[src/hw/rtl/c2d_ram.sv]
// Generic single-write, single-read memory with registered read data.
`default_nettype none

module c2d_ram #(
  parameter int WIDTH = 8,
  parameter int DEPTH = 256,
  localparam int AW = (DEPTH > 1) ? $clog2(DEPTH) : 1
) (
  input  wire logic             clk,
  input  wire logic             we,
  input  wire logic [AW-1:0]    waddr,
  input  wire logic [WIDTH-1:0] wdata,
  input  wire logic [AW-1:0]    raddr,
  output logic      [WIDTH-1:0] rdata
);

  logic [WIDTH-1:0] mem [DEPTH];

  always_ff @(posedge clk) begin
    if (we) begin
      mem[waddr] <= wdata;
    end
    rdata <= mem[raddr];
  end

endmodule

`default_nettype wire
[config.mk]
export PLATFORM = sky130hd
export DESIGN_NAME = c2d_ram
export DESIGN_NICKNAME = d
export VERILOG_FILES = /design/src/hw/rtl/c2d_ram.sv
export SDC_FILE = /design/constraint.sdc
export NUM_CORES = 2
export LEC_CHECK = 0
export CORE_ASPECT_RATIO = 0.6
export CORE_UTILIZATION = 45
export DETAILED_ROUTE_END_ITERATION = 16
export DONT_BUFFER_PORTS = 1
export PLACE_DENSITY = 0.67
export SLEW_MARGIN = 20
export SYNTH_ARGS = -nofsm -noshare
export SYNTH_HDL_FRONTEND = slang
export SYNTH_SLANG_ARGS = --single-unit
[constraint.sdc]
create_clock -name clk -period 2.9 [get_ports clk]
set_input_delay 0.435 -clock clk [delete_from_list [all_inputs] [get_ports clk]]
set_output_delay 0.435 -clock clk [all_outputs]
set_load 0.1 [all_outputs]
**Word level (Yosys, flattened, before mapping)**

Memories as Yosys holds them, arrays and structs flattened. A register that Yosys moved wholly into a read port is not among the register bits.
Index checks and enable logic that the tools add are counted.

- Bits in registers: 0
- RAM bits: 2,048
- Bits of input ports: 26
- Output and inout bits: 8
- Memories: 1

- Muxes and demuxes: 2

Memories:

| memory | depth | width | rd ports | clocked after memory_dff | write ports | line | RTL |
|---|---|---|---|---|---|---|---|
| mem | 256 | 8 | 1 | 1 | 1 | 17 | `logic [WIDTH-1:0] mem [DEPTH];` |

Operators with widths:

| cell | count |
|---|---|
| $mux 1 | 2 |

**Depth between registers and ports, before layout**

- Depth after elaboration: 2
- Gate-level depth with buffers: 11
- Depth with buffers taken out: 6

**Worst setup path after synthesis**

OpenSTA, ideal clock, no wires.

- Path kind: input port to flip-flop
- From: input port raddr[0]
- To: register rdata[2], read port of mem
- Arrival: 2,242 ps
- Required time: 2,769 ps
- Slack: 527 ps
- Cell stages on the path: 9
- Buffers on the path: 4
- Cells stage by stage: buf_6 buf_12 buf_8 buf_2 mux4_2 a22oi_1 a21oi_1 nor4_1 nor4_2

RTL lines:

| element | line | RTL |
|---|---|---|
| from (decl) | 13 | `input wire logic [AW-1:0] raddr,` |
| to (decl) | 14 | `output logic [WIDTH-1:0] rdata` |

==> results_dict.tcl <==
set metrics [dict create \
    wl_per_cell_um 31.0 \
    worstPathCellList "or3b_2, o221ai_1, a21oi_1, a21oi_1, nor3_1, buf_4, nor4_2" \
    area_growth_pct 14.0 \
    drv_cap 0 \
    syn_inst 3733 \
    cts_tree "yes" \
    critPathArrivalTime_ns 4.12 \
    wl_um 205000 \
    reg2regPathDepth 7 \
    drv_slew 317 \
    synth_cell_types 55 \
    fmax_ghz 0.294 \
    synth.most_common_cell "edfxtp_1" \
    portBuffers 0 \
    place_area_sq_um 84500 \
    rsz0062_at_grt "no" \
    cts_num_sinks 2056 \
    drc 0 \
    relSlewSlack_pct -67.0 \
    r2r-start "mem[210][5]$_DFFE_PP_" \
    fp.dieH_um 328 \
    vias 40197 \
    drive_gt1_share_pct 27.5 \
    ys_async_sr_fraction_pct 0 \
    crit_buf_inv 1 \
    synth_common_cells "2048 x edfxtp_1, 454 x mux4_2, 282 x nor2_1" \
    worstSetupPathType "in -> reg" \
    cts_root_buffer "clkbuf_16" \
    viasPerCell 6.06 \
    clkSlewWorstSetupHoldPaths_ns 0.07 \
    synth-edff-count 2048 \
    fin_util_pct 51.7 \
    gr-total-overflow 0 \
    antenna_found_initial 6 \
    cp-end-kind "flop" \
    hp-start "wdata[1]" \
    yosysTopAreaCell "edfxtp_1" \
    die_w_um 545 \
    grt_first_pass_wirelength_um 286000 \
    crit_path_start_kind "input pin" \
    failed_checks "slew limit, setup timing" \
    drt_iter0_markers 6103 \
    syn_area_sq_um 79600 \
    nNetsFinal 4163 \
    ys_warn_count 0 \
    status "finished, violations left" \
    startpoint "raddr[1]" \
    fin_skew_ns 0.0494 \
    synth_area_leaders "edfxtp_1 77%, mux4_2 13%, mux2i_1 1.7%" \
    syn_nets 3759 \
    dieArea_sq_um 179000 \
    grt_pass1_vias 39016 \
    yosysSeqAreaShare_pct 77.5 \
    start_util_pct 45.3 \
    cts_buffers 181 \
    hold_path.class "in -> reg" \
    finalCriticalPeriod_ns 3.40 \
    fin_crit_sh_pct 117 \
    setup-violations-final 8 \
    worst_slew_pin_slew_ns 2.51 \
    min_delay_path_depth 1 \
    crit_top_cell "a21oi_1" \
    synth-seq-cells 2056 \
    htree_levels 4 \
    critical-path-top-delay-family "simple AND/OR/NAND/NOR gates" \
    final_antenna_net_count 0 \
    tns_ns -3.34 \
    post-place-ws_ns -0.656 \
    post-dp-hpwl_um 115000 \
    path_depth 7 \
    grt_max_degree 579 \
    grt_usage_pct 22.5 \
    hold_violations 0 \
    p_leak_nw 28.5 \
    worstPathRequired_ns 3.61 \
    fin_area_sq_um 90700 \
    fin_ws_ns -0.502 \
    power_density_nw_per_um2 650 \
    n_fill_cell 13577 \
    cp_slowest_cell "or3b_2" \
    irDropWorstVdd_v 0.000519 \
    core-area_sq_um 176000 \
    gp_congestion 0.816 \
    synth.avg_cell_area_sq_um 21.3 \
    yosys_most_used_dff "edfxtp_1" \
    clk_latency_ns 0.83 \
    synth_top_area_share_pct 77.3 \
    seq_area_sq_um 61700 \
    drt-pass1-iter-count 6 \
    crit_path_max_incr_delay_ns 1.33 \
    rows 119 \
    crit_fanout 446 \
    multi_input_area_sq_um 16600 \
    clockBufferDepth 4 \
    io_pins 34 \
]
-- report_power, final --
part	total [mW]	switching [mW]	leakage (nW)	internal, mW
combinational	3.14	1.95	7.43	1.19
clock	23.0	10.5	2.64	12.4
sequential	32.8	0.0946	18.5	32.7
-- worst paths after layout --
| path | endpoint | slack [ns] |
|---|---|---|
| worst max-delay path | rdata[2]$_DFF_P_ | -0.50 |
| worst min-delay path | mem[34][1]$_DFFE_PP_ | 0.04 |
| worst max register to register | rdata[5]$_DFF_P_ | 0.04 |
| worst min register to register | rdata[5]$_DFF_P_ | 1.03 |
-- registers in the layout, summed over array words and instances, names as in the netlist --
name and count:
mem 2048, rdata 8
-- worst reg2reg max path, cell delays in order, from the launching register on --
cell and delay (ns):
edfxtp_1 0.37, mux4_2 0.47, a22o_1 0.25, a221oi_1 0.52
o32ai_1 0.33, nor3_2 0.41, buf_4 0.28, nor4_2 0.08
-- area by class of cell --
cell class	count	area share, %
sequential	2056	68.0
antenna	5	0.0138
clock inverter	80	0.680
timing repair buffer	454	4.51
multi-input combinational	1442	18.3
inverter	2	0.00828
clock buffer	232	5.27
tap	2359	3.25
-- kinds of logic (layout without fill, tap and decap cells) --
group                  after synthesis  after routing  synth area share, %
flip-flops                        2056           2056                 77.5
multiplexers                       591            591                 14.6
AND/OR/NAND/NOR                    466            466                 2.63
AO/OA/AOI/OAI                      385            385                 3.42
buffers and inverters              235            768                 1.83
other                                0              5                    0
-- timing repair --
item                        CTS  global route
gates resized for setup       1             5
gates cloned                  0             7
setup buffers                 0             0
setup endpoints to repair     1             8
hold endpoints to repair   1913           784
pin swaps                     0             1
hold buffers                  5            12
-- per-layer routing --
layer	track usage [%]	up-vias	part of all wire, %
li1	-	16489	-
met1	34.2	21113	42
met2	29.6	2296	41
met3	9.94	293	15
met4	4.75	6	2.1
met5	0	-	0.023
-- layout by cell type (no fill, tap or decap), types with 5 or more instances in the layout --
cell	instances
o21ai_0	10
clkbuf_16	189
dfxtp_1	7
nor4_1	13
a211oi_1	16
nor2b_1	28
bufinv_16	9
clkinv_2	27
a221oi_1	13
clkinv_1	37
o22ai_1	28
o211ai_1	10
nand2b_1	8
clkbuf_1	46
nor4_2	12
buf_16	22
o22a_1	5
mux4_2	454
o221ai_1	46
buf_4	415
nand3_1	32
diode_2	5
nand4_1	10
nand2_1	33
edfxtp_1	2048
a22oi_1	133
nor2_1	279
nor3_1	19
buf_12	9
a22o_1	8
mux2i_1	134
and2_1	6
a21oi_1	96
-- metrics by stage --
| stage | power (mW) | hold slack (ns) | instances |
|---|---|---|---|
| after detailed placement | 35.6 | 0.566 | 6283 |
| after CTS | 58.3 | -0.269 | 6600 |
| final | 58.9 | 0.0409 | 6630 |
| after global routing | 60.4 | 0.0364 | 6626 |
| after global placement | 35.6 | 0.571 | 6279 |
| after floorplan | 35.2 | 0.534 | 3733 |
Note: power is estimated with default switching activity, not from simulation.
